--- src/rtl/biquad_transposed_filter_core_macros.svh ---
// Assertion macros shared by the filter modules.
// Each expects clk and rst in scope; rst disables the check.
`ifndef BIQUAD_TRANSPOSED_FILTER_CORE_MACROS_SVH
`define BIQUAD_TRANSPOSED_FILTER_CORE_MACROS_SVH

// Same-cycle implication
`define BQT_ASSERT_IMPLY(label, cond, prop, msg) \
  label: assert property (@(posedge clk) disable iff (rst) (cond) |-> (prop)) \
    else $error(msg);

// Next-cycle implication
`define BQT_ASSERT_NEXT(label, cond, prop, msg) \
  label: assert property (@(posedge clk) disable iff (rst) (cond) |=> (prop)) \
    else $error(msg);

`endif

--- src/rtl/bqt_pkg.sv ---
package bqt_pkg;

  // Integer headroom bits of the state format above full scale
  localparam int GUARD_BITS = 4;

  // Configuration register indexes
  localparam int CFG_INDEX_BITS = 3;
  typedef enum logic [CFG_INDEX_BITS-1:0] {
    CFG_B0,
    CFG_B1,
    CFG_B2,
    CFG_A1,
    CFG_A2,
    CFG_FORM
  } cfg_index_t;

  // Request and form codes
  localparam logic REQ_FLUSH     = 1'b1;
  localparam logic FORM_FB_FIRST = 1'b0;

  // Multiplier lanes: one per coefficient
  localparam int NUM_LANES = 5;
  localparam int LANE_B0   = 0;
  localparam int LANE_B1   = 1;
  localparam int LANE_B2   = 2;
  localparam int LANE_NA1  = 3;
  localparam int LANE_NA2  = 4;

  // Lane groups started together
  localparam logic [NUM_LANES-1:0] START_ALL = 5'b11111;
  localparam logic [NUM_LANES-1:0] START_FF  = 5'b00111;
  localparam logic [NUM_LANES-1:0] START_FB  = 5'b11000;

  // Command to one multiplier lane
  typedef struct packed {
    logic start;
    logic coef_negate;
  } lane_cmd_t;

endpackage

--- src/rtl/bqt_serial_mul.sv ---
`include "biquad_transposed_filter_core_macros.svh"

// Serial-parallel multiplier lane: state value times coefficient, one
// coefficient bit per cycle, then round half away from zero and saturate.
module bqt_serial_mul #(
  parameter int STATE_BITS     = 48,
  parameter int COEF_BITS      = 32,
  parameter int COEF_FRAC_BITS = 30
) (
  input  logic                         clk,
  input  logic                         rst,
  input  bqt_pkg::lane_cmd_t           cmd,
  input  logic signed [STATE_BITS-1:0] a,
  input  logic        [COEF_BITS-1:0]  coef,
  output logic                         done,
  output logic signed [STATE_BITS-1:0] prod
);
  import bqt_pkg::*;

  localparam int PROD_BITS = STATE_BITS + COEF_BITS;
  localparam int RND_BITS  = PROD_BITS - COEF_FRAC_BITS;
  localparam int CMP_BITS  = (RND_BITS > STATE_BITS) ? RND_BITS : STATE_BITS;
  localparam int CNT_BITS  = $clog2(COEF_BITS);
  localparam logic [CNT_BITS-1:0] CNT_LAST = CNT_BITS'(COEF_BITS - 1);
  localparam logic [CMP_BITS-1:0] LIM_POS  =
    CMP_BITS'({1'b0, {(STATE_BITS-1){1'b1}}});

  typedef enum logic [1:0] {L_IDLE, L_RUN, L_ROUND, L_FIN} lane_state_t;

  lane_state_t           state;
  logic [CNT_BITS-1:0]   cnt;
  logic [STATE_BITS-1:0] mag_a;
  logic [COEF_BITS-1:0]  cbits;
  logic [STATE_BITS-1:0] acc;
  logic [COEF_BITS-1:0]  lo;
  logic                  neg;
  logic [RND_BITS-1:0]   rmag;

  logic [STATE_BITS-1:0] a_mag;
  logic [COEF_BITS-1:0]  c_mag;
  logic [STATE_BITS:0]   step_sum;
  logic [PROD_BITS-1:0]  full;
  logic [RND_BITS-1:0]   rnd;
  logic [CMP_BITS-1:0]   lim;
  logic [CMP_BITS-1:0]   rmag_ext;
  logic [CMP_BITS-1:0]   sat_mag;
  logic [CMP_BITS-1:0]   signed_res;

  // Operand magnitudes at load
  assign a_mag = a[STATE_BITS-1] ? (~a + 1'b1) : a;
  assign c_mag = coef[COEF_BITS-1] ? (~coef + 1'b1) : coef;

  // Add-shift step, LSB of the coefficient first
  assign step_sum = {1'b0, acc} + (cbits[0] ? {1'b0, mag_a} : '0);

  // Round: adding half an LSB carries into the kept bits iff the bit below is set
  assign full = {acc, lo};
  assign rnd  = full[PROD_BITS-1:COEF_FRAC_BITS] + RND_BITS'(full[COEF_FRAC_BITS-1]);

  // Saturate magnitude (one more for negative results), then apply the sign
  assign lim        = LIM_POS + CMP_BITS'(neg);
  assign rmag_ext   = CMP_BITS'(rmag);
  assign sat_mag    = (rmag_ext > lim) ? lim : rmag_ext;
  assign signed_res = neg ? (~sat_mag + 1'b1) : sat_mag;

  // Lane sequencer
  always_ff @(posedge clk) begin
    if (rst) begin
      state <= L_IDLE;
      done  <= 1'b0;
    end else begin
      done <= 1'b0;
      case (state)
        L_IDLE: begin
          if (cmd.start) begin
            mag_a <= a_mag;
            cbits <= c_mag;
            acc   <= '0;
            lo    <= '0;
            neg   <= a[STATE_BITS-1] ^ coef[COEF_BITS-1] ^ cmd.coef_negate;
            cnt   <= '0;
            state <= L_RUN;
          end
        end
        L_RUN: begin
          acc   <= step_sum[STATE_BITS:1];
          lo    <= {step_sum[0], lo[COEF_BITS-1:1]};
          cbits <= cbits >> 1;
          cnt   <= cnt + 1'b1;
          if (cnt == CNT_LAST) begin
            state <= L_ROUND;
          end
        end
        L_ROUND: begin
          rmag  <= rnd;
          state <= L_FIN;
        end
        L_FIN: begin
          prod  <= signed_res[STATE_BITS-1:0];
          done  <= 1'b1;
          state <= L_IDLE;
        end
        default: begin
          state <= L_IDLE;
        end
      endcase
    end
  end

  `BQT_ASSERT_IMPLY(a_start_idle, cmd.start, state == L_IDLE, "lane started while busy")
  `BQT_ASSERT_NEXT(a_done_pulse, done, !done, "lane done held for more than one cycle")
  `BQT_ASSERT_IMPLY(a_sign_ok, done && !neg, !prod[STATE_BITS-1], "positive product came out negative")

endmodule

--- config.mk ---
export PLATFORM = sky130hd
export DESIGN_NAME = bqt_serial_mul
export DESIGN_NICKNAME = d
export VERILOG_FILES = /design/src/rtl/bqt_pkg.sv /design/src/rtl/bqt_serial_mul.sv
export VERILOG_INCLUDE_DIRS = /design/src /design/src/rtl
export SDC_FILE = /design/constraint.sdc
export NUM_CORES = 1
export LEC_CHECK = 0
export BUFFER_PORTS_ARGS = -buffer_cell sky130_fd_sc_hd__buf_2
export CAP_MARGIN = 20
export CORE_MARGIN = 5
export CORE_UTILIZATION = 50
export CTS_CLUSTER_DIAMETER = 120
export DETAILED_ROUTE_END_ITERATION = 16
export GPL_ROUTABILITY_DRIVEN = 0
export PLACE_DENSITY = 0.69
export SLEW_MARGIN = 5
export SYNTH_ARGS = -nofsm -noshare
export SYNTH_HDL_FRONTEND = slang
export SYNTH_SLANG_ARGS = --single-unit
--- constraint.sdc ---
create_clock -name clk -period 12.09 [get_ports clk]
set_input_delay 2.418 -clock clk [delete_from_list [all_inputs] [get_ports clk]]
set_output_delay 2.418 -clock clk [all_outputs]
set_load 0.05 [all_outputs]
==> results.py <==
metrics = {
    "clocking": {
        "h-tree-depth": 1,
        "cts-resized-gates": 0,
        "clk_pin_slew_ns": 0.06,
        "clockRootBuffer": "clkbuf_16",
        "cts_tree": "yes",
        "post_cts_buffers": 0,
        "worstSkewPairLatency_ns": 0.53,
        "cts_made_buffers": 26,
        "cts_hold_buf": 0,
        "cts_max_path_buffers": 3,
        "clkSinkCount": 238,
    },
    "worst_setup_path": {
        "reg2regPathDepth": 19,
        "setup.worst_path.start_class": "flop",
        "r2r_start": "neg",
        "critPathCaptureType": "flop",
        "crit_path_cell_trace": "buf_4 > clkinv_1 > ha_1 > nand4bb_1 > nor4_1 > nand3_1 > a31o_2 > o2111ai_1 > a21o_1 > buf_4 > nand2_1 > o21ai_0 > ha_1 > nand3b_1 > nor3_1 > nand3_1 > a31oi_1 > a31oi_1 > o21a_1",
        "worstSetupPathType": "flop to flop",
        "cp.required_ns": 12.37,
        "cp_max_fo": 63,
        "r2r_slack_ns": 5.82,
        "r2r_end": "prod[32]",
        "critPathBufInv": 3,
        "max_stage_delay_ns": 0.74,
        "cp_top_family": "simple AND/OR/NAND/NOR gates",
        "cp_num_cells": 19,
        "worst_ep_arrival_time_ns": 6.55,
        "cp_slowest_cell": "nor3_1",
    },
    "status": {
        "status": "complete, no violations",
    },
    "timing": {
        "hold-worst-slack_ns": 0.527,
        "rsz0062_at_grt": "false",
        "worst_slack_ns": 5.82,
        "setup-tns-final_ns": 0,
        "slew_headroom_pct": 30.8,
        "drv_slew": 0,
        "finalSetupViolCount": 0,
        "skew_ns": 0.0179,
        "finalHoldViolCount": 0,
        "period_minus_slack_ns": 6.27,
        "tightest_slew_ns": 1.04,
        "fin_crit_sh_pct": 51.9,
        "timing.fmax_mhz": 159,
    },
    "routing": {
        "drcViolationCount": 0,
        "ant_nets": 0,
        "vias_per_cell": 5.75,
        "drt_iter0_drc": 993,
        "drtPass1Iterations": 7,
        "wl_um": 34200,
        "via_count": 12300,
        "wl_per_cell_um": 16.0,
    },
    "place": {
        "place_area_um2": 17000,
        "dp_hpwl_um": 25900,
        "dp_cells": 2091,
        "dp_slack_ns": 5.96,
        "io_buffers": 132,
    },
    "synth": {
        "async_reset_ff_share_pct": 0,
        "ys_seq_area_share_pct": 44.7,
        "synth_area_um2": 15900,
        "ys_types": 70,
        "syn_area_per_cell_um2": 9.94,
        "synthCells": 1602,
        "yosys_warnings": 0,
        "syn_nets": 1794,
        "yosys_register_bits": 238,
        "synth_edf_count": 235,
        "synth-main-ff-cell": "edfxtp_1",
    },
    "finish": {
        "design_area_um2": 17900,
        "drive_gt1_share_pct": 12.9,
        "syn_to_final_growth_pct": 12.3,
        "n_fill_cell": 2723,
        "fin_cells": 2140,
        "nets": 1910,
        "final_cell_mix": "235 x edfxtp_1, 140 x nand2_1, 140 x nor2_1, 132 x buf_2, 111 x xnor2_1",
        "antennaDiodeCount": 0,
        "final_common_cell": "edfxtp_1",
        "final_core_util_pct": 56.8,
    },
    "global_route": {
        "gr-total-overflow": 0,
        "grt_pass1_vias": 11700,
        "grt_max_degree": 82,
        "met1_usage_pct": 28.4,
        "grt_use_met2_pct": 28.1,
        "grt_pass1_wl_um": 57100,
        "grtUsageTotal_pct": 18.8,
        "grt.busiest_layer": "met1",
        "met3_usage_pct": 3.02,
        "antenna_found_initial": 0,
    },
    "pwr": {
        "total_power_mw": 3.19,
        "vdd_drop_max_mv": 0.107,
        "power.density_nw_per_um2": 178,
        "p_leak_nw": 6.59,
    },
    "floorplanning": {
        "dieArea_um2": 35500,
        "die-width_um": 188,
        "core_um2": 31500,
        "rows": 65,
        "io_pins": 133,
        "fp.dieH_um": 188,
        "start_util_pct": 50.6,
    },
    "worst_hold_path": {
        "hold_start": "cbits[5]",
        "hold_end": "cbits[4]",
        "min_path_type": "flop to flop",
        "holdPathStages": 2,
    },
    "job": {
        "maxCapViolations": 0,
    },
}
[worst max path at each step]
stage | start | end | slack, ns
2_1_floorplan | cmd[1] | acc[0] | 5.40
3_3_place_gp | neg | prod[32] | 6.20
3_5_place_dp | neg | prod[32] | 5.96
4_1_cts | neg | prod[32] | 5.91
5_1_grt | neg | prod[32] | 5.27
6_report | neg | prod[32] | 5.82
[logic make-up (layout without fill, tap and decap cells)]
| logic type | Yosys count | in the layout | share of synthesized area [%] |
|---|---|---|---|
| AND/OR/NAND/NOR | 571 | 571 | 18.0 |
| adder cells (fa/ha/maj) | 108 | 108 | 8.54 |
| buffers and inverters | 98 | 234 | 2.41 |
| flip-flops | 238 | 238 | 44.7 |
| AO/OA/AOI/OAI | 409 | 409 | 16.4 |
| XOR/XNOR | 167 | 167 | 9.19 |
| multiplexers | 11 | 11 | 0.707 |
[metal layers]
| layer | wire (µm) | up-vias |
|---|---|---|
| met1 | 16600 | 5625 |
| met2 | 14300 | 371 |
| met5 | 0 | - |
| met3 | 2420 | 67 |
| li1 | - | 6236 |
| met4 | 917 | 0 |
[worst register-to-register path: stages, from the launching register on]
cell and delay [ns]:
edfxtp_1 0.32, buf_4 0.49, clkinv_1 0.21, ha_1 0.33
nand4bb_1 0.19, nor4_1 0.52, nand3_1 0.20, a31o_2 0.28
o2111ai_1 0.15, a21o_1 0.17, buf_4 0.49, nand2_1 0.14
o21ai_0 0.15, ha_1 0.42, nand3b_1 0.29, nor3_1 0.74
nand3_1 0.28, a31oi_1 0.32, a31oi_1 0.13, o21a_1 0.21
[synth_stat cells, types with 4 or more instances]
library cell / number / area, µm²
a211o_1: 4 / 35.0
a211oi_1: 12 / 90.1
a21o_1: 34 / 255
a21oi_1: 103 / 515
a22oi_1: 4 / 30.0
a31o_2: 10 / 87.6
a31oi_1: 15 / 93.8
and2_1: 60 / 375
and3_1: 15 / 93.8
buf_1: 7 / 26.3
clkbuf_1: 48 / 180
edfxtp_1: 235 / 7060
ha_1: 107 / 1340
inv_1: 39 / 146
mux2i_1: 9 / 90.1
nand2_1: 140 / 526
nand2b_1: 15 / 93.8
nand3_1: 35 / 175
nand3b_1: 4 / 30.0
nand4_1: 28 / 175
nor2_1: 141 / 529
nor2b_1: 7 / 43.8
nor3_1: 43 / 215
nor4_1: 13 / 81.3
o211ai_1: 10 / 75.1
o21a_1: 8 / 60.1
o21ai_0: 104 / 521
o21bai_1: 14 / 105
o22a_1: 5 / 43.8
o22ai_1: 15 / 93.8
o311ai_0: 5 / 43.8
o31ai_1: 25 / 188
o41ai_1: 13 / 114
or2_2: 7 / 43.8
or3_1: 22 / 138
or3_4: 4 / 45.0
or4_1: 19 / 143
xnor2_1: 111 / 972
xor2_1: 56 / 490
[registers in the layout (all words and copies together), names as in the netlist]
| register | count |
|---|---|
| prod | 48 |
| acc | 48 |
| done | 1 |
| rmag | 50 |
| neg | 1 |
| cbits | 32 |
| cnt | 5 |
| mag_a | 48 |
| lo | 3 |
| state | 2 |
[area by class of cell]
type	instances	area, µm²	share of cell area [%]
clock buffer	31	691	3.87
tap	402	503	2.81
sequential	238	7120	39.8
clock inverter	17	174	0.973
timing repair buffer	145	778	4.36
multi-input combinational	1266	8450	47.3
inverter	41	154	0.861
[report_power, final]
| group | leakage, nW | switching, mW | internal, mW |
|---|---|---|---|
| logic | 3.97 | 0.686 | 0.444 |
| registers | 2.20 | 0.126 | 1.15 |
| clock network | 0.425 | 0.313 | 0.473 |
| total | 6.59 | 1.13 | 2.06 |
Power figures use the tool's default switching activity.
