==> src/rtl/biquad_transposed_filter_core_macros.svh <==
// Assertion macros shared by the filter modules.
// Each expects clk and rst in scope; rst disables the check.
`ifndef BIQUAD_TRANSPOSED_FILTER_CORE_MACROS_SVH
`define BIQUAD_TRANSPOSED_FILTER_CORE_MACROS_SVH

// Same-cycle implication
`define BQT_ASSERT_IMPLY(label, cond, prop, msg) \
  label: assert property (@(posedge clk) disable iff (rst) (cond) |-> (prop)) \
    else $error(msg);

// Next-cycle implication
`define BQT_ASSERT_NEXT(label, cond, prop, msg) \
  label: assert property (@(posedge clk) disable iff (rst) (cond) |=> (prop)) \
    else $error(msg);

`endif

==> src/rtl/bqt_channels.sv <==


// Output channel: one filtered sample item
interface bqt_out_if #(parameter int SAMPLE_BITS = 24);
  logic                          valid;
  logic                          ready;
  logic signed [SAMPLE_BITS-1:0] sample_out;
  logic                          clipped;

  modport source (output valid, sample_out, clipped, input ready);
  modport sink   (input valid, sample_out, clipped, output ready);
endinterface

==> src/rtl/bqt_out_round.sv <==
// Output stage: round the state-format result to a sample, saturate,
// and hold it in the output register until taken.
module bqt_out_round #(
  parameter int SAMPLE_BITS = 24,
  parameter int STATE_BITS  = 48,
  parameter int FRAC_BITS   = 20
) (
  input  logic                         clk,
  input  logic                         rst,
  input  logic                         load,
  input  logic signed [STATE_BITS-1:0] y,
  output logic                         can_load,
  bqt_out_if.source                    rsp
);

  localparam int SHR_BITS = STATE_BITS - FRAC_BITS;
  localparam logic [STATE_BITS:0] HALF = (STATE_BITS+1)'(1) << (FRAC_BITS - 1);
  localparam logic [SAMPLE_BITS-1:0] SMP_MAX = {1'b0, {(SAMPLE_BITS-1){1'b1}}};
  localparam logic [SAMPLE_BITS-1:0] SMP_MIN = {1'b1, {(SAMPLE_BITS-1){1'b0}}};

  logic                         out_valid;
  logic [SAMPLE_BITS-1:0]       out_sample;
  logic                         out_clip;

  logic [STATE_BITS:0]          sum;
  logic [STATE_BITS-1:0]        ysat;
  logic [SHR_BITS-1:0]          shifted;
  logic [SHR_BITS-SAMPLE_BITS:0] top_bits;
  logic                         fits;
  logic [SAMPLE_BITS-1:0]       val;

  // Add half an LSB with state saturation, then floor shift
  assign sum = {y[STATE_BITS-1], y} + HALF;
  always_comb begin
    if (sum[STATE_BITS] != sum[STATE_BITS-1]) begin
      ysat = sum[STATE_BITS] ? {1'b1, {(STATE_BITS-1){1'b0}}}
                             : {1'b0, {(STATE_BITS-1){1'b1}}};
    end else begin
      ysat = sum[STATE_BITS-1:0];
    end
  end
  assign shifted = ysat[STATE_BITS-1:FRAC_BITS];

  // Clamp to sample range
  assign top_bits = shifted[SHR_BITS-1:SAMPLE_BITS-1];
  assign fits     = (&top_bits) | ~(|top_bits);
  assign val      = fits ? shifted[SAMPLE_BITS-1:0]
                         : (shifted[SHR_BITS-1] ? SMP_MIN : SMP_MAX);

  assign can_load = !out_valid || rsp.ready;

  // Output register
  always_ff @(posedge clk) begin
    if (rst) begin
      out_valid <= 1'b0;
    end else if (load) begin
      out_valid  <= 1'b1;
      out_sample <= val;
      out_clip   <= !fits;
    end else if (rsp.ready) begin
      out_valid <= 1'b0;
    end
  end

  assign rsp.valid      = out_valid;
  assign rsp.sample_out = out_sample;
  assign rsp.clipped    = out_clip;

endmodule

==> src/flat_wrapper.sv <==
// flat-port wrapper written by rule: the top's interface ports become plain ports
module bqt_out_round_flat 
#(
  parameter int SAMPLE_BITS = 24,
  parameter int STATE_BITS  = 48,
  parameter int FRAC_BITS   = 20
)
  (clk, rst, load, y, can_load, rsp_valid, rsp_sample_out, rsp_clipped, rsp_ready);
  bqt_out_if #(.SAMPLE_BITS(SAMPLE_BITS)) rsp_i ();
  input  logic clk;
  input  logic rst;
  input  logic load;
  input  logic signed [STATE_BITS-1:0] y;
  output logic can_load;
  output wire logic [$bits(rsp_i.valid)-1:0] rsp_valid;
  output wire logic [$bits(rsp_i.sample_out)-1:0] rsp_sample_out;
  output wire logic [$bits(rsp_i.clipped)-1:0] rsp_clipped;
  input wire logic [$bits(rsp_i.ready)-1:0] rsp_ready;
  assign rsp_valid = rsp_i.valid;
  assign rsp_sample_out = rsp_i.sample_out;
  assign rsp_clipped = rsp_i.clipped;
  assign rsp_i.ready = rsp_ready;
  bqt_out_round #(.SAMPLE_BITS(SAMPLE_BITS), .STATE_BITS(STATE_BITS), .FRAC_BITS(FRAC_BITS)) u_core (.clk(clk), .rst(rst), .load(load), .y(y), .can_load(can_load), .rsp(rsp_i));
endmodule
==> config.mk <==
export PLATFORM = sky130hd
export DESIGN_NAME = bqt_out_round_flat
export DESIGN_NICKNAME = d
export VERILOG_FILES = /design/src/rtl/biquad_transposed_filter_core_macros.svh /design/src/rtl/bqt_channels.sv /design/src/rtl/bqt_out_round.sv /design/src/flat_wrapper.sv
export SDC_FILE = /design/constraint.sdc
export NUM_CORES = 1
export LEC_CHECK = 0
export BUFFER_PORTS_ARGS = -buffer_cell sky130_fd_sc_hd__buf_2
export CAP_MARGIN = 25
export CORE_ASPECT_RATIO = 1.4
export CORE_UTILIZATION = 35
export DETAILED_ROUTE_END_ITERATION = 8
export SYNTH_ARGS = -nofsm -noshare
export SYNTH_HDL_FRONTEND = slang
export SYNTH_SLANG_ARGS = --single-unit
==> constraint.sdc <==
create_clock -name clk -period 4.1 [get_ports clk]
set_clock_uncertainty 0.05 [all_clocks]
set_input_delay 0 -clock clk [delete_from_list [all_inputs] [get_ports clk]]
set_output_delay 0 -clock clk [all_outputs]
set_load 0.05 [all_outputs]
==> summary.txt, run 1 <==
Run status
  – Outcome: finished clean

Worst setup path
  – CP startpoint kind: input port
  – Worst Path Arrival: 2.87 ns
  – WS Path Type: input port to flop
  – Largest stage delay on the critical path: 0.71 ns
  – CP Buf/Inv Count: 3
  – Reg2reg end: u_core.rsp.valid
  – Most frequent CP cell: ha_1
  – Req. time, crit path: 4.02 ns
  – Reg2reg setup slack: 2.92 ns
  – FF-to-FF path depth: 3
  – Critical path's slowest cell: ha_1
  – CP delay by family, top: adder cells
  – CP Capture Type: flop
  – CP cell instances: buf_2, ha_1, nand3_1, nor4_2, buf_4, nand4_1, xnor2_1, ha_1, inv_1, o21ai_1, a31o_2, o311ai_0
  – Crit Path Max Fanout: 28
  – FF-to-FF Start: u_core.rsp.valid

Clock tree
  – Num Clock Sinks: 26
  – TritonCTS clock tree: done
  – Skew-Pair Late Insertion Delay: 0.26 ns
  – Root Buffer: clkbuf_8
  – H-tree Lvls: 1
  – CTS max path bufs: 2
  – Reg clk slew, reported paths: 0.08 ns
  – Setup Fix Bufs, Post-CTS: 0
  – Total CTS buffers: 3

Yosys
  – Synth Net Count: 241
  – Cell Area, Synth: 1780 µm²
  – Number of flops mapped to enable cells by yosys: 25
  – Post-synthesis register bit count: 26
  – Synth area leader: edfxtp_1
  – Asr flop ratio synth: 0%
  – Top_reg_cell synth: edfxtp_1
  – Synth unique cells: 38
  – Post-synth top area share: 42.3%
  – Top cells by count, synth: edfxtp_1, a21oi_1, o21ai_0
  – Post-Syn Instances: 186
  – Most frequent cell after synthesis: edfxtp_1
  – Syn. warnings: 0
  – Seq/Total Area, Yosys: 43.4%
  – Synth area leaders: edfxtp_1, xnor2_1, a21oi_1, o21ai_0, xor2_1
  – Synth Area per Inst: 9.55 µm²

Timing
  – Tightest Pin Transition: 0.648 ns
  – RSZ-0062 raised after global routing: no
  – Hold Fails Final Rpt: 0
  – Max Slew Vio Count: 0
  – Sum of negative setup slack: 0 ns
  – Final worst-path cycle share: 72.0%
  – Number of setup violations in the final report: 0
  – Fmax achieved: 339 MHz
  – Min Tclk post-route: 2.95 ns
  – Rel. slew slack: 56.8%

GRT
  – Global-route wire length before repair: 6.01 mm
  – Initial antenna violation count: 0
  – GRT Util Overall: 13.8%
  – Largest net degree at the start of global routing: 29
  – Total grt overflow: 0
  – Vias in the first global route: 1383

Worst hold path
  – Min-Delay Path Class: input port to flop
  – Hold Startpoint: load
  – Hold Path Stages: 3
  – Hold EP: u_core.rsp.sample_out[7]

Final layout
  – Fin area: 2190 µm²
  – ANT cells: 0
  – FILL cells: 518
  – Layout cells sized above 1: 30.0%
  – Sequential cell area: 771 µm²
  – Multi-input logic area: 918 µm²
  – Layout area overhead: 23.2%
  – Total Nets Final: 299

Floorplanning
  – Die H: 86.3 µm
  – Core area: 4880 µm²
  – Die Area: 5370 µm²
  – I/O pin count: 79
  – Num rows: 30
  – DIE WIDTH: 62.2 µm
  – Starting Density: 36.4%

Routing
  – Initial DRC count: 14
  – Routed vias: 1543
  – DR pass1 iterations: 4
  – Vias/cell: 5.03
  – Wire length per cell: 12.1 µm
  – Number of nets with antenna violations after routing: 0
  – Residual DRC count: 0
  – WL final: 3.72 mm

Pwr
  – P per Cell Area: 322 nW/µm²
  – VDD IR-drop max: 0.117 mV
  – Leak: 0.860 nW

Run
  – Max-cap violations: 0

Place
  – I/O Buffers: 59
  – Post-DP Area: 2120 µm²
  – RePlAce Congestion: 0.852
  – DP HPWL: 2.97 mm
[metal layers]
layer / wire length, µm / part of all wire (%) / vias to the layer above / global-route usage [%]
li1: - / - / 816 / -
met5: 0 / 0 / - / 0
met3: 86 / 2.3 / 0 / 1.05
met2: 1930 / 52 / 28 / 25.3
met4: 0 / 0 / 0 / 5.07
met1: 1700 / 46 / 699 / 16.9
[tightest hold or removal path: stages]
cell    delay [ns]
buf_2         0.09
inv_1         0.07
nor2_2        0.13
[through the flow]
step                      util (%)  hold WS [ns]  cells  setup slack (ns)  power (W)
after floorplan                  -        0.0191    186              1.50   0.000512
after global placement        43.2         0.137    300             0.867   0.000568
after detailed placement      43.5         0.137    301             0.826   0.000571
after CTS                     44.9         0.179    307              1.12   0.000711
after global routing          44.9         0.197    307             0.682   0.000742
final                         44.9         0.182    307              1.15   0.000705
[kinds of logic (layout without fill, tap and decap cells)]
group	Yosys count	in the layout	share of synthesized area (%)
XOR/XNOR	23	23	11.3
AND/OR/NAND/NOR	56	56	18.9
flip-flops	26	26	43.4
adder cells (fa/ha/maj)	3	3	2.11
buffers and inverters	18	75	5.07
AO/OA/AOI/OAI	60	60	19.2
[worst max-delay path by stage]
stage / slack, ns / start / to / cells past startpoint
2_1_floorplan: 1.50 / y[19] / u_core.rsp.sample_out[22] / 12
3_3_place_gp: 0.87 / y[19] / u_core.rsp.sample_out[11] / 12
3_5_place_dp: 0.83 / y[19] / u_core.rsp.sample_out[11] / 12
4_1_cts: 1.12 / y[19] / u_core.rsp.sample_out[11] / 12
5_1_grt: 0.68 / y[19] / u_core.rsp.sample_out[11] / 12
6_report: 1.15 / y[19] / u_core.rsp.sample_out[11] / 12
[where the power goes]
part	leakage [nW]	total, W	switching, W	internal [W]
combinational	0.594	0.000236	0.000169	0.0000664
sequential	0.243	0.000330	0.00000510	0.000325
clock	0.0228	0.000139	0.0000700	0.0000692
[repair_timing]
action                                 4_1_cts  5_1_grt
hold buffers                                 2        0
endpoints found under the hold margin        1        0
resized for setup                            0        0
[sequential cells by signal, summed over array words and instances, names as in the netlist]
signal                 count
u_core.rsp.valid           1
u_core.rsp.clipped         1
u_core.rsp.sample_out     24
[area by class of cell]
cell class,instances,share of cell area [%]
Inverter,6,1.03
Multi-Input combinational cell,142,41.9
Timing Repair Buffer,65,16.1
Tap cell,64,3.66
Clock buffer,4,2.06
Sequential cell,26,35.2
[cells in the final DEF (no fill, tap or decap), types with 2 or more instances in the layout]
| cell | Yosys | routed |
|---|---|---|
| nand3_1 | 9 | 9 |
| edfxtp_1 | 25 | 25 |
| nor3_1 | 4 | 4 |
| and2_1 | 2 | 2 |
| nor2_1 | 6 | 5 |
| nor4_2 | 2 | 2 |
| o21ai_0 | 23 | 23 |
| and3_1 | 8 | 8 |
| or4_1 | 2 | 2 |
| ha_1 | 3 | 3 |
| inv_1 | 6 | 6 |
| xnor2_1 | 15 | 15 |
| clkbuf_8 | 0 | 3 |
| buf_4 | 2 | 3 |
| o311ai_0 | 2 | 2 |
| nand2b_1 | 2 | 2 |
| dlygate4sd3_1 | 0 | 2 |
| a21o_1 | 2 | 2 |
| nand4_1 | 7 | 7 |
| xor2_1 | 8 | 8 |
| a21oi_1 | 23 | 23 |
| buf_2 | 0 | 59 |
| nand2_1 | 9 | 9 |
Note: power is estimated with default switching activity, not from simulation.
==> run 2, diff against run 1 <==
==> constraint.sdc (replaced) <==
create_clock -name clk -period 3.1 [get_ports clk]
set_clock_uncertainty 0.05 [all_clocks]
set_input_delay 0 -clock clk [delete_from_list [all_inputs] [get_ports clk]]
set_output_delay 0 -clock clk [all_outputs]
set_load 0.05 [all_outputs]
==> summary.txt, run 2 (synthesis results as in run 1) <==
Worst setup path
  – Reg2reg setup slack: 1.88 ns
  – Crit Path Max Fanout: 23
  – Req. time, crit path: 3.02 ns
  – Worst Path Arrival: 2.49 ns
  – FF-to-FF Start: u_core.rsp.valid
  – WS Path Type: input port to flop
  – CP Capture Type: flop
  – CP Launch Point: y[27]
  – End point of the critical path: u_core.rsp.sample_out[11]
  – FF-to-FF path depth: 3
  – CP startpoint kind: input port
  – Reg2reg end: u_core.rsp.valid

GRT
  – Initial antenna violation count: 0
  – Largest net degree at the start of global routing: 24
  – Global-route wire length before repair: 6.20 mm
  – Total grt overflow: 0
  – Vias in the first global route: 1380
  – GRT Util Overall: 14.4%

Floorplanning
  – DIE WIDTH: 62.2 µm
  – Core area: 4880 µm²
  – Die Area: 5370 µm²
  – Starting Density: 36.4%
  – Num rows: 30
  – I/O pin count: 79
  – Die H: 86.3 µm

Final layout
  – Commonest non-fill, non-tap cell in the layout: buf_2
  – Sequential cell area: 771 µm²
  – ANT cells: 0
  – Layout cells sized above 1: 31.2%
  – Final core utilization: 45.5%
  – Multi-input logic area: 918 µm²
  – Max FFs per register: 24
  – Total Nets Final: 303
  – FILL cells: 505
  – Layout area overhead: 24.9%
  – Most frequent cells in the layout: buf_2, edfxtp_1, o21ai_0, a21oi_1, xnor2_1

Timing
  – Min Tclk post-route: 2.57 ns
  – Hold Fails Final Rpt: 0
  – Final worst-path cycle share: 82.9%
  – Sum of negative setup slack: 0 ns
  – Rel. slew slack: 67.6%
  – Tightest Pin Transition: 0.486 ns
  – Worst setup slack after layout: 0.529 ns
  – Number of setup violations in the final report: 0
  – Max Slew Vio Count: 0
  – Fmax achieved: 389 MHz
  – RSZ-0062 raised after global routing: no

Routing
  – Routed vias: 1547
  – Residual DRC count: 0
  – Wire length per cell: 12.4 µm
  – Number of nets with antenna violations after routing: 0
  – Initial DRC count: 23
  – Vias/cell: 4.97
  – DR pass1 iterations: 4
  – WL final: 3.87 mm

Clock tree
  – Total CTS buffers: 3
  – Num Clock Sinks: 26
  – TritonCTS clock tree: done
  – CTS max path bufs: 2
  – Reg clk slew, reported paths: 0.08 ns
  – Post-cts resize count: 0
  – Skew-Pair Late Insertion Delay: 0.26 ns
  – Setup Fix Bufs, Post-CTS: 0
  – Root Buffer: clkbuf_8
  – H-tree Lvls: 1

Pwr
  – VDD IR-drop max: 0.176 mV
  – P per Cell Area: 423 nW/µm²
  – Leak: 0.879 nW

Place
  – Place WS: 0.280 ns
  – RePlAce Congestion: 0.839
  – DP HPWL: 3.08 mm
  – I/O Buffers: 59

Run status
  – Outcome: finished clean

Run
  – Max-cap violations: 0

Worst hold path
  – Min-Delay Path Class: input port to flop
run 2: cell count changes in the layout (fill, tap and decap cells not counted):
cell	delta
buf_4	+4
clkbuf_1	-1
clkinv_1	+1
run 2: worst min-delay path by stage:
stage / from / endpoint / slack (ns) / cells after the start
2_1_floorplan: rst / u_core.rsp.valid / 0.02 / 1
3_3_place_gp: rst / u_core.rsp.valid / 0.14 / 2
3_5_place_dp: rst / u_core.rsp.valid / 0.14 / 2
4_1_cts: load / u_core.rsp.sample_out[1] / 0.16 / 3
5_1_grt: load / u_core.rsp.sample_out[9] / 0.17 / 3
6_report: load / u_core.rsp.sample_out[9] / 0.15 / 3
run 2: layout make-up:
cell class | count | area share, %
multi-input combinational | 142 | 41.4
inverter | 6 | 1.01
sequential | 26 | 34.7
clock buffer | 3 | 1.86
tap | 64 | 3.61
timing repair buffer | 69 | 17.2
clock inverter | 1 | 0.169
run 2: repair_timing:
| action | in CTS | in global routing |
|---|---|---|
| endpoints found under the hold margin | 1 | 0 |
| hold buffers | 2 | 0 |
| endpoints found under the setup margin | 0 | 0 |
run 2: worst max-delay path, cell delays in order:
cell and delay, ns:
buf_2 0.12, nand4_1 0.22, nor4_2 0.41, nand4_1 0.16
xnor2_1 0.17, ha_1 0.49, inv_1 0.11, o21ai_1 0.12
a31o_2 0.45, o311ai_0 0.25
run 2: where the power goes:
| group | leakage, nW | switching (W) | internal (W) | total, W |
|---|---|---|---|---|
| clock network | 0.0231 | 0.0000963 | 0.0000885 | 0.000185 |
| logic | 0.612 | 0.000227 | 0.0000908 | 0.000317 |
| registers | 0.243 | 0.00000666 | 0.000430 | 0.000436 |
run 2: metrics by stage:
stage | instance area (µm²) | hold WS (ns) | total power [W] | instances
after floorplan | 1780 | 0.0191 | 0.000677 | 186
after global placement | 2140 | 0.137 | 0.000755 | 304
after detailed placement | 2150 | 0.138 | 0.000760 | 305
after CTS | 2220 | 0.156 | 0.000944 | 311
after global routing | 2220 | 0.165 | 0.000986 | 311
final | 2220 | 0.154 | 0.000938 | 311
run 2: per-layer routing:
layer	up-vias	wire (µm)	GRT usage [%]
met3	0	110	1.32
li1	820	-	-
met1	699	1730	17.5
met4	0	0	5.71
met2	28	2030	26.1
met5	-	0	0
